===== src/berdec_pkg.sv =====
// Shared types and constants for the BER element decoder.
// Depends on nothing; every other file imports it.
package berdec_pkg;

  localparam logic [2:0] KIND_INT  = 3'd0;
  localparam logic [2:0] KIND_ARC  = 3'd1;
  localparam logic [2:0] KIND_BYTE = 3'd2;
  localparam logic [2:0] KIND_NULL = 3'd3;
  localparam logic [2:0] KIND_ERR  = 3'd4;

  localparam logic [2:0] ERR_NONE      = 3'd0;
  localparam logic [2:0] ERR_TAG       = 3'd1;
  localparam logic [2:0] ERR_UNSUPP    = 3'd2;
  localparam logic [2:0] ERR_LEN_LONG  = 3'd3;
  localparam logic [2:0] ERR_OVER_CAP  = 3'd4;
  localparam logic [2:0] ERR_TRUNCATED = 3'd5;

  localparam logic [7:0] TAG_INTEGER = 8'h02;
  localparam logic [7:0] TAG_BITSTR  = 8'h03;
  localparam logic [7:0] TAG_OCTETS  = 8'h04;
  localparam logic [7:0] TAG_NULL    = 8'h05;
  localparam logic [7:0] TAG_OID     = 8'h06;
  localparam logic [7:0] TAG_IPADDR  = 8'h40;
  localparam logic [7:0] TAG_OPAQUE  = 8'h44;
  localparam logic [7:0] TAG_NSAP    = 8'h45;

  localparam logic [6:0]  MAX_LEN_BYTES = 7'd4;
  localparam logic [31:0] ARC_DIVISOR   = 32'd40;

  localparam int Q_DEPTH = 4;
  localparam int Q_AW    = 2;

  typedef struct packed {
    logic [7:0] data_byte;
    logic [7:0] expected_tag;
    logic [7:0] capacity;
    logic       final_byte;
  } in_item_t;

  typedef struct packed {
    logic [2:0]  kind;
    logic [31:0] value;
    logic [2:0]  error_code;
    logic [7:0]  element_tag;
    logic        last;
  } out_item_t;

  // One queue entry carries the results of one input byte: one result, or
  // the two arcs of a split first subidentifier.
  typedef struct packed {
    logic [2:0]  kind;
    logic [2:0]  err;
    logic [7:0]  tag;
    logic        last;
    logic        pair;
    logic [31:0] val_a;
    logic [31:0] val_b;
  } q_entry_t;

endpackage


===== src/berdec_front.sv =====
// Front part: accepts bytes, runs the tag/length/content parse and pushes results.
// Depends on berdec_pkg.
module berdec_front import berdec_pkg::*; #(
  parameter int VALUE_BITS = 32
) (
  input  logic      clk,
  input  logic      rst_n,
  input  logic      in_valid,
  input  in_item_t  in_item,
  input  logic      q_full,
  output logic      push,
  output q_entry_t  push_entry
);

  localparam int ACC_W = (VALUE_BITS > 32) ? VALUE_BITS : 32;
  localparam logic [ACC_W-1:0] VMASK = {ACC_W{1'b1}} >> (ACC_W - VALUE_BITS);

  typedef enum logic [4:0] {
    PH_TAG  = 5'b00001,
    PH_LEN  = 5'b00010,
    PH_LONG = 5'b00100,
    PH_BODY = 5'b01000,
    PH_NULL = 5'b10000
  } phase_t;

  phase_t           phase_r, phase_nxt;
  logic [7:0]       tag_r, tag_nxt;
  logic [2:0]       lbl_r, lbl_nxt;
  logic [31:0]      content_r, content_nxt;
  logic [ACC_W-1:0] acc_r, acc_nxt;
  logic [8:0]       arcs_r, arcs_nxt;
  logic             first_r, first_nxt;
  logic [7:0]       cap_r, cap_nxt;

  logic             accept;
  logic             done;
  logic             has_res;
  q_entry_t         ent;
  logic             lk;
  logic [31:0]      lk_len;
  logic             arc_go;
  logic [31:0]      arc_v;
  logic             arc_last;
  logic [9:0]       arc_sum;
  logic [1:0]       arc_cnt;
  logic [ACC_W-1:0] acc_int;
  logic [ACC_W-1:0] acc_oid;
  logic [ACC_W-1:0] int_base;
  logic [7:0]       b;

  assign accept = in_valid && !q_full;
  assign b      = in_item.data_byte;

  always_comb begin
    phase_nxt   = phase_r;
    tag_nxt     = tag_r;
    lbl_nxt     = lbl_r;
    content_nxt = content_r;
    acc_nxt     = acc_r;
    arcs_nxt    = arcs_r;
    first_nxt   = first_r;
    cap_nxt     = cap_r;
    done        = 1'b0;
    has_res     = 1'b0;
    ent         = '0;
    lk          = 1'b0;
    lk_len      = '0;
    arc_go      = 1'b0;
    arc_v       = '0;
    arc_last    = 1'b0;
    arc_cnt     = 2'd1;
    arc_sum     = '0;

    int_base = first_r ? (b[7] ? VMASK : '0) : acc_r;
    acc_int  = ((int_base << 8) | ACC_W'(b)) & VMASK;
    acc_oid  = ACC_W'({acc_r[24:0], b[6:0]});

    case (phase_r)
      PH_LEN: begin
        if (b[7]) begin
          content_nxt = '0;
          if (b[6:0] > MAX_LEN_BYTES) begin
            done = 1'b1;
            has_res = 1'b1;
            ent.kind = KIND_ERR;
            ent.err = ERR_LEN_LONG;
          end else if (b[6:0] == 7'd0) begin
            lk = 1'b1;
          end else begin
            lbl_nxt = b[2:0];
            phase_nxt = PH_LONG;
          end
        end else begin
          content_nxt = 32'(b);
          lk = 1'b1;
          lk_len = 32'(b);
        end
      end
      PH_LONG: begin
        content_nxt = {content_r[23:0], b};
        lbl_nxt = lbl_r - 3'd1;
        if (lbl_nxt == 3'd0) begin
          lk = 1'b1;
          lk_len = content_nxt;
        end
      end
      PH_BODY: begin
        content_nxt = content_r - 32'd1;
        if (tag_r == TAG_INTEGER) begin
          acc_nxt = acc_int;
          first_nxt = 1'b0;
          if (content_nxt == 32'd0) begin
            done = 1'b1;
            has_res = 1'b1;
            ent.kind = KIND_INT;
            ent.val_a = acc_int[31:0];
            ent.last = 1'b1;
          end
        end else if (tag_r == TAG_OID) begin
          if (!b[7] || content_nxt == 32'd0) begin
            acc_nxt = '0;
            arc_go = 1'b1;
            arc_v = acc_oid[31:0];
            arc_last = (content_nxt == 32'd0);
          end else begin
            acc_nxt = acc_oid;
          end
        end else begin
          done = (content_nxt == 32'd0);
          has_res = 1'b1;
          ent.kind = KIND_BYTE;
          ent.val_a = 32'(b);
          ent.last = (content_nxt == 32'd0);
        end
      end
      PH_NULL: begin
        done = 1'b1;
        has_res = 1'b1;
        ent.kind = KIND_NULL;
        ent.last = 1'b1;
      end
      default: begin
        // Expecting a tag byte; unused phase codes land here as well.
        phase_nxt   = PH_TAG;
        tag_nxt     = b;
        cap_nxt     = in_item.capacity;
        lbl_nxt     = '0;
        content_nxt = '0;
        acc_nxt     = '0;
        arcs_nxt    = '0;
        first_nxt   = 1'b1;
        if (b != in_item.expected_tag) begin
          done = 1'b1;
          has_res = 1'b1;
          ent.kind = KIND_ERR;
          ent.err = ERR_TAG;
        end else if (b == TAG_NULL) begin
          phase_nxt = PH_NULL;
        end else if (b == TAG_INTEGER || b == TAG_OID || b == TAG_BITSTR ||
                     b == TAG_OCTETS || b == TAG_IPADDR || b == TAG_OPAQUE ||
                     b == TAG_NSAP) begin
          phase_nxt = PH_LEN;
        end else begin
          done = 1'b1;
          has_res = 1'b1;
          ent.kind = KIND_ERR;
          ent.err = ERR_UNSUPP;
        end
      end
    endcase

    // The length is now known: check it and decide how the content starts.
    if (lk) begin
      acc_nxt = '0;
      first_nxt = 1'b1;
      if (tag_r == TAG_OID) begin
        if (lk_len == 32'd0) begin
          arc_go = 1'b1;
          arc_v = '0;
          arc_last = 1'b1;
        end else begin
          phase_nxt = PH_BODY;
        end
      end else if (lk_len > 32'(cap_r)) begin
        done = 1'b1;
        has_res = 1'b1;
        ent.kind = KIND_ERR;
        ent.err = ERR_OVER_CAP;
      end else if (lk_len == 32'd0) begin
        done = 1'b1;
        if (tag_r == TAG_INTEGER) begin
          has_res = 1'b1;
          ent.kind = KIND_INT;
          ent.last = 1'b1;
        end
      end else begin
        phase_nxt = PH_BODY;
      end
    end

    // An arc is ready; the first subidentifier counts as two arcs.
    if (arc_go) begin
      arc_cnt = first_nxt ? 2'd2 : 2'd1;
      arc_sum = 10'(arcs_r) + 10'(arc_cnt);
      if (arc_sum > 10'(cap_r)) begin
        done = 1'b1;
        has_res = 1'b1;
        ent.kind = KIND_ERR;
        ent.err = ERR_OVER_CAP;
        ent.last = 1'b1;
      end else begin
        has_res = 1'b1;
        ent.kind = KIND_ARC;
        ent.last = arc_last;
        if (first_nxt) begin
          ent.pair = 1'b1;
          if (arc_v < ARC_DIVISOR) begin
            ent.val_a = 32'd0;
            ent.val_b = arc_v;
          end else if (arc_v < (ARC_DIVISOR << 1)) begin
            ent.val_a = 32'd1;
            ent.val_b = arc_v - ARC_DIVISOR;
          end else begin
            ent.val_a = 32'd2;
            ent.val_b = arc_v - (ARC_DIVISOR << 1);
          end
        end else begin
          ent.val_a = arc_v;
        end
        arcs_nxt = arc_sum[8:0];
        first_nxt = 1'b0;
        done = arc_last;
      end
    end

    if (!done && in_item.final_byte) begin
      done = 1'b1;
      has_res = 1'b1;
      ent = '0;
      ent.kind = KIND_ERR;
      ent.err = ERR_TRUNCATED;
    end

    if (ent.kind == KIND_ERR) begin
      ent.last = 1'b1;
    end
    ent.tag = tag_nxt;

    if (done) begin
      phase_nxt = PH_TAG;
    end
  end

  assign push       = accept && has_res;
  assign push_entry = ent;

  always_ff @(posedge clk) begin
    if (!rst_n) begin
      phase_r   <= PH_TAG;
      tag_r     <= '0;
      lbl_r     <= '0;
      content_r <= '0;
      acc_r     <= '0;
      arcs_r    <= '0;
      first_r   <= 1'b1;
      cap_r     <= '0;
    end else if (accept) begin
      phase_r   <= phase_nxt;
      tag_r     <= tag_nxt;
      lbl_r     <= lbl_nxt;
      content_r <= content_nxt;
      acc_r     <= acc_nxt;
      arcs_r    <= arcs_nxt;
      first_r   <= first_nxt;
      cap_r     <= cap_nxt;
    end
  end

endmodule


===== src/berdec_fifo.sv =====
// Short queue of result entries between the front and back parts.
// Depends on berdec_pkg.
module berdec_fifo import berdec_pkg::*; (
  input  logic     clk,
  input  logic     rst_n,
  input  logic     push,
  input  q_entry_t push_entry,
  input  logic     pop,
  output q_entry_t head,
  output logic     not_empty,
  output logic     full
);

  q_entry_t        slot_r [Q_DEPTH];
  logic [Q_AW-1:0] wr_ptr_r, wr_ptr_nxt;
  logic [Q_AW-1:0] rd_ptr_r, rd_ptr_nxt;
  logic [Q_AW:0]   count_r, count_nxt;

  assign head      = slot_r[rd_ptr_r];
  assign not_empty = (count_r != '0);
  assign full      = (count_r == (Q_AW+1)'(Q_DEPTH));

  always_comb begin
    wr_ptr_nxt = push ? wr_ptr_r + 1'b1 : wr_ptr_r;
    rd_ptr_nxt = pop ? rd_ptr_r + 1'b1 : rd_ptr_r;
    count_nxt  = count_r + (Q_AW+1)'(push) - (Q_AW+1)'(pop);
  end

  always_ff @(posedge clk) begin
    if (push) begin
      slot_r[wr_ptr_r] <= push_entry;
    end
  end

  always_ff @(posedge clk) begin
    if (!rst_n) begin
      wr_ptr_r <= '0;
      rd_ptr_r <= '0;
      count_r  <= '0;
    end else begin
      wr_ptr_r <= wr_ptr_nxt;
      rd_ptr_r <= rd_ptr_nxt;
      count_r  <= count_nxt;
    end
  end

endmodule


===== src/berdec_back.sv =====
// Back part: takes queue entries apart into single results in an output register.
// Depends on berdec_pkg.
module berdec_back import berdec_pkg::*; (
  input  logic      clk,
  input  logic      rst_n,
  input  q_entry_t  head,
  input  logic      not_empty,
  output logic      pop,
  output logic      out_valid,
  input  logic      out_stall,
  output out_item_t out_item
);

  logic      out_valid_r, out_valid_nxt;
  out_item_t out_r, out_nxt;
  logic      half_r, half_nxt;
  logic      load;

  assign load = !out_valid_r || !out_stall;

  always_comb begin
    out_valid_nxt = out_valid_r;
    out_nxt       = out_r;
    half_nxt      = half_r;
    pop           = 1'b0;
    if (load) begin
      out_valid_nxt = not_empty;
      if (not_empty) begin
        out_nxt.kind        = head.kind;
        out_nxt.error_code  = head.err;
        out_nxt.element_tag = head.tag;
        if (head.pair && !half_r) begin
          // First arc of a split pair; the entry stays for the second.
          out_nxt.value = head.val_a;
          out_nxt.last  = 1'b0;
          half_nxt      = 1'b1;
        end else begin
          out_nxt.value = half_r ? head.val_b : head.val_a;
          out_nxt.last  = head.last;
          half_nxt      = 1'b0;
          pop           = 1'b1;
        end
      end
    end
  end

  always_ff @(posedge clk) begin
    out_r <= out_nxt;
  end

  always_ff @(posedge clk) begin
    if (!rst_n) begin
      out_valid_r <= 1'b0;
      half_r      <= 1'b0;
    end else begin
      out_valid_r <= out_valid_nxt;
      half_r      <= half_nxt;
    end
  end

  assign out_valid = out_valid_r;
  assign out_item  = out_r;

endmodule


===== src/ber_element_decoder_core.sv =====
// Channel   Direction  Payload      Handshake
// in_       input      in_item_t    in_valid / in_stall
// out_      output     out_item_t   out_valid / out_stall
//
// One byte is accepted per cycle while the four-entry result queue has room.
// An item's results enter the queue at the edge that accepts it, then the output
// register; the split first arc of an object identifier gives two output results, all else one.
// Reset (synchronous, rst_n low) returns the parser to expecting a tag byte
// and empties the queue. A stall on the output fills the queue, and in_stall
// rises only when it is full.
module ber_element_decoder_core import berdec_pkg::*; #(
  parameter int VALUE_BITS = 32
) (
  input  logic      clk,
  input  logic      rst_n,
  input  logic      in_valid,
  output logic      in_stall,
  input  in_item_t  in_item,
  output logic      out_valid,
  input  logic      out_stall,
  output out_item_t out_item
);

  logic     q_full;
  logic     q_push;
  q_entry_t q_push_entry;
  logic     q_pop;
  q_entry_t q_head;
  logic     q_not_empty;

  assign in_stall = q_full;

  berdec_front #(.VALUE_BITS(VALUE_BITS)) u_front (
    .clk        (clk),
    .rst_n      (rst_n),
    .in_valid   (in_valid),
    .in_item    (in_item),
    .q_full     (q_full),
    .push       (q_push),
    .push_entry (q_push_entry)
  );

  berdec_fifo u_fifo (
    .clk        (clk),
    .rst_n      (rst_n),
    .push       (q_push),
    .push_entry (q_push_entry),
    .pop        (q_pop),
    .head       (q_head),
    .not_empty  (q_not_empty),
    .full       (q_full)
  );

  berdec_back u_back (
    .clk        (clk),
    .rst_n      (rst_n),
    .head       (q_head),
    .not_empty  (q_not_empty),
    .pop        (q_pop),
    .out_valid  (out_valid),
    .out_stall  (out_stall),
    .out_item   (out_item)
  );

  a_no_push_when_full: assert property (@(posedge clk) disable iff (!rst_n)
    q_push |-> !q_full)
    else $error("result pushed into a full queue");

  a_no_pop_when_empty: assert property (@(posedge clk) disable iff (!rst_n)
    q_pop |-> q_not_empty)
    else $error("result popped from an empty queue");

  a_error_is_last: assert property (@(posedge clk) disable iff (!rst_n)
    (out_valid && out_item.kind == KIND_ERR) |-> out_item.last)
    else $error("error result not marked last");

  a_code_only_on_error: assert property (@(posedge clk) disable iff (!rst_n)
    (out_valid && out_item.error_code != ERR_NONE) |-> out_item.kind == KIND_ERR)
    else $error("error code on a non-error result");

  a_idle_after_reset: assert property (@(posedge clk)
    !rst_n |=> !out_valid)
    else $error("output valid straight after reset");

endmodule


===== config.mk =====
export PLATFORM = sky130hd
export DESIGN_NAME = ber_element_decoder_core
export DESIGN_NICKNAME = d
export VERILOG_FILES = /design/src/berdec_pkg.sv /design/src/berdec_front.sv /design/src/berdec_fifo.sv /design/src/berdec_back.sv /design/src/ber_element_decoder_core.sv
export SDC_FILE = /design/constraint.sdc
export NUM_CORES = 1
export LEC_CHECK = 0
export BUFFER_PORTS_ARGS = -buffer_cell sky130_fd_sc_hd__buf_2
export CAP_MARGIN = 10
export CORE_MARGIN = 4
export CORE_UTILIZATION = 45
export DETAILED_ROUTE_END_ITERATION = 16
export PLACE_DENSITY = 0.63
export SLEW_MARGIN = 20
export SYNTH_ARGS = -nofsm -noshare
export SYNTH_HDL_FRONTEND = slang
export SYNTH_SLANG_ARGS = --single-unit
export TNS_END_PERCENT = 5

===== constraint.sdc =====
create_clock -name clk -period 20.1 [get_ports clk]
set_clock_uncertainty 0.15 [all_clocks]
set_input_delay 2.01 -clock clk [delete_from_list [all_inputs] [get_ports clk]]
set_output_delay 2.01 -clock clk [all_outputs]
set_load 0.02 [all_outputs]

==> impl_metrics.csv <==
group,metric,value,unit
clock_network,cts_buffer_depth,3,
grt,grt_pass1_vias,14550,
synth,yosys_warnings,0,
synth,synthCells,1789,
synth,yosysUniqueCellTypes,78,
clock_network,cts_tree,"built",
grt,grt_start_max_net_pins,104,
worst_setup_path,path_cells,"buf_2 -> nor4_1 -> a21oi_1 -> o21a_1 -> and3_1 -> ha_1 -> fa_1 -> nand3_1 -> xnor2_1 -> ha_1 -> o21a_1 -> o211ai_1 -> a21oi_1 -> nor4_1 -> o22ai_1 -> o32ai_1 -> a22o_1 -> buf_4 -> o31a_1 -> and2_4 -> buf_4",
job,drv_cap,0,
power_and_ir_drop,total_power,2.823,mW
grt,track_usage,20.59,%
clock_network,clk_latency,590,ps
cells_and_area,nets,1866,
synth,synth_edf_count,367,
detailed_routing,wl_per_cell,21.83,microns
sta,slew_violations,0,
worst_setup_path,end_kind,"flop",
detailed_routing,wl,54680,microns
power_and_ir_drop,swShare,28.09,%
clock_network,ctsResizeCount,0,
power_and_ir_drop,internal_power,2.030,mW
worst_setup_path,cp_slowest_cell,"and2_4",
power_and_ir_drop,power.net_switching,0.7931,mW
power_and_ir_drop,power_density,114.0,nW/um^2
synth,syn_area,22180,sq um
cells_and_area,post-route-util,50.70,%
sta,final.setup.tns,0,ps
power_and_ir_drop,leakage,8.454,nW
place,placed_area,23100,sq um
worst_setup_path,worstPathMaxFanout,49,
worst_setup_path,crit_required,20170,ps
detailed_routing,avgViaCountPerCell,5.971,
grt,grt_first_pass_wirelength,86300,microns
worst_setup_path,crit_buf_inv,3,
power_and_ir_drop,clockPowerShare,33.0,%
grt,grt_overflow,0,
sta,setup_violations,0,
sta,rsz0062_at_grt,"false",
die,rows,81,
power_and_ir_drop,power_frac_seq,45.2,%
cells_and_area,drive_gt1_share,17.27,%
sta,finalHoldViolCount,0,
detailed_routing,antenna_left,0,
synth,yosysSeqAreaShare,58.89,%
power_and_ir_drop,ir_drop,0.00006442,V
place,numPortBuffers,77,
clock_network,cts_max_level,2,
clock_network,cts.hold.buffers_added,0,
die,initial_core_util,45.41,%
sta,tightest_slew,1068,ps
sta,slew-limit-headroom,28.57,%
synth,synth_seq_cells,469,
cells_and_area,synthToLayoutAreaGrowth,11.66,%
clock_network,cts_made_buffers,49,
die,core,48850,sq um
clock_network,cts_root_buf,"clkbuf_16",
detailed_routing,vias,14960,
die,die-area,52910,sq um
synth,syn_avg_cell_area,12.40,sq um
place,dp_cells,2415,
place,globalplace.congestion,0.9251,
detailed_routing,route.detailed.drc,0,
cells_and_area,stdcell_count,2505,
sta,post-route-min-period,8351,ps
die,die_w,230.0,microns
worst_hold_path,hold_class,"reg -> reg",
outcome,status,"complete, no violations",
worst_setup_path,worstPathArrival,8420,ps
clock_network,cts_sinks,469,
die,die_y,230.0,microns
cells_and_area,insertedDiodeCount,0,
place,dp_hpwl,35690,microns
worst_setup_path,crit_type,"in -> reg",
worst_setup_path,crit_family,"simple AND/OR/NAND/NOR gates",
grt,antenna_found_initial,0,
worst_setup_path,crit_path_max_incr_delay,770,ps
synth,syn_nets,1852,
sta,finalCritPeriodShare,41.55,%
worst_setup_path,worstSetupStartpointType,"input port",
die,num_io_pins,78,
detailed_routing,drt_iter0_drc,1432,
synth,ys.flop_type,"edfxtp_1",
detailed_routing,dr.pass1.iters,6,
cells_and_area,final_area,24770,sq um
synth,synthArstFlopShare,0,%
clock_network,clk_pin_slew_worst_paths,60,ps
clock_network,cts_setup_buffers,0,
power_and_ir_drop,comb_power_share,21.8,%
sta,max_freq,119.7,MHz
cell usage after synthesis (7+ instances only):
library cell	count	area share, %
a211oi_1	10	0.34
a21boi_0	14	0.47
a21boi_1	16	0.54
a21o_1	13	0.44
a21oi_1	91	2.1
a22oi_1	19	0.64
a31oi_1	9	0.25
and2_1	39	1.1
and3_1	11	0.31
buf_1	15	0.25
clkbuf_1	117	2.0
dfxtp_1	102	9.2
edfxtp_1	367	50
ha_1	32	1.8
inv_1	45	0.76
mux2_2	35	1.8
mux4_2	80	8.1
nand2_1	157	2.7
nand2b_1	8	0.23
nand3_1	46	1.0
nand4_1	12	0.34
nor2_1	93	1.6
nor2b_1	39	1.1
nor3_1	44	0.99
nor3b_1	8	0.27
nor4_1	30	0.85
o211ai_1	31	1.0
o21ai_0	92	2.1
o21ai_1	10	0.23
o22ai_1	8	0.23
o31ai_1	9	0.30
or2_2	7	0.20
or3_1	12	0.34
or4_1	11	0.37
xnor2_1	28	1.1
xor2_1	19	0.75
worst paths after layout:
check	endpoint	from	cells after the start	slack, ps
worst max-delay path	u_fifo.slot_r[2][29]	in_item[20]	21	11750
worst max register to register	u_fifo.slot_r[2][29]	u_front.tag_r[4]	21	12600
worst min register to register	u_front.tag_r[4]	u_front.tag_r[4]	2	340
worst min-delay path	u_front.tag_r[4]	u_front.tag_r[4]	2	340
routing by layer:
metal  global-route usage, %  share of wire, %  up-vias
met4                   4.102               1.6        0
met3                   3.048               5.6       67
met2                   32.90                47      490
met5                       0                 0        -
met1                   30.37                46     7552
li1                        -                 -     6849
sequential cells by signal, indices dropped and copies added, names as in the netlist, named ones only:
name and flops:
u_fifo.rd_ptr_r 2, u_back.half_r 1, u_fifo.wr_ptr_r 2, u_back.out_item 47, u_fifo.count_r 3, u_front.lbl_r 3, u_front.first_r 1, u_back.out_valid 1
u_front.content_r 32, u_front.tag_r 8, u_fifo.slot_r 320, u_front.cap_r 8, u_front.phase_r 5, u_front.acc_r 25, u_front.arcs_r 9
worst register-to-register path, delay by kind of cell, from the launching register on:
| family | cells | cell delay, ps |
|---|---|---|
| simple gates | 6 | 2830 |
| flops | 1 | 320 |
| compound gates | 9 | 2010 |
| xor+xnor | 1 | 190 |
| buf+inv | 3 | 1030 |
| fa+ha+maj | 2 | 570 |
area by class of cell:
cell class	count	area (sq um)
clock inverters	23	319.1
inverters	46	173.9
repair buffers	101	565.5
fillers	4251	24080
multi-input cells	1136	8464
well taps	664	830.8
flip-flops and latches	469	13070
clock buffers	66	1344
cells in the final DEF (no fill, tap or decap), types with 12 or more instances in the layout:
cell,instances
inv_1,44
nor4_1,30
nand3_1,46
nor2_1,90
o211ai_1,31
edfxtp_1,367
clkbuf_16,50
nor2b_1,39
mux4_2,80
a22oi_1,19
nand2_1,157
dfxtp_1,99
a21boi_0,14
a21boi_1,16
nand4_1,12
and2_1,35
mux2_2,35
buf_4,24
a21o_1,13
buf_2,77
xor2_1,19
ha_1,32
or3_1,12
o21ai_0,92
a21oi_1,91
nor3_1,44
xnor2_1,28
cells by family after synthesis:
logic type	Yosys count	synth area share, %
AOI/OAI and AO/OA	393	11.52
xor gates and xnor gates	47	1.856
adders and majority gates	34	1.985
buffers and inverters	184	3.147
DFF	469	58.89
muxes	118	10.03
and+or+nand+nor	544	12.57
power by group through the flow:
stage	registers, mW	clock network [mW]	logic, mW
final	1.28	0.932	0.615
after global routing	1.29	0.994	0.668
after CTS	1.28	0.952	0.627
after detailed placement	1.30	0	0.624
after global placement	1.29	0	0.620
after floorplan	1.32	0	0.407
stage by stage:
step / hold slack, ps / worst slack [ps]
2_1_floorplan: 300.8 / 11560
3_3_place_gp: 318.1 / 11330
3_5_place_dp: 334.9 / 11200
4_1_cts: 343.1 / 11810
5_1_grt: 347.2 / 11320
6_report: 343.1 / 11750
No activity file was read; power rests on OpenSTA's default activity.
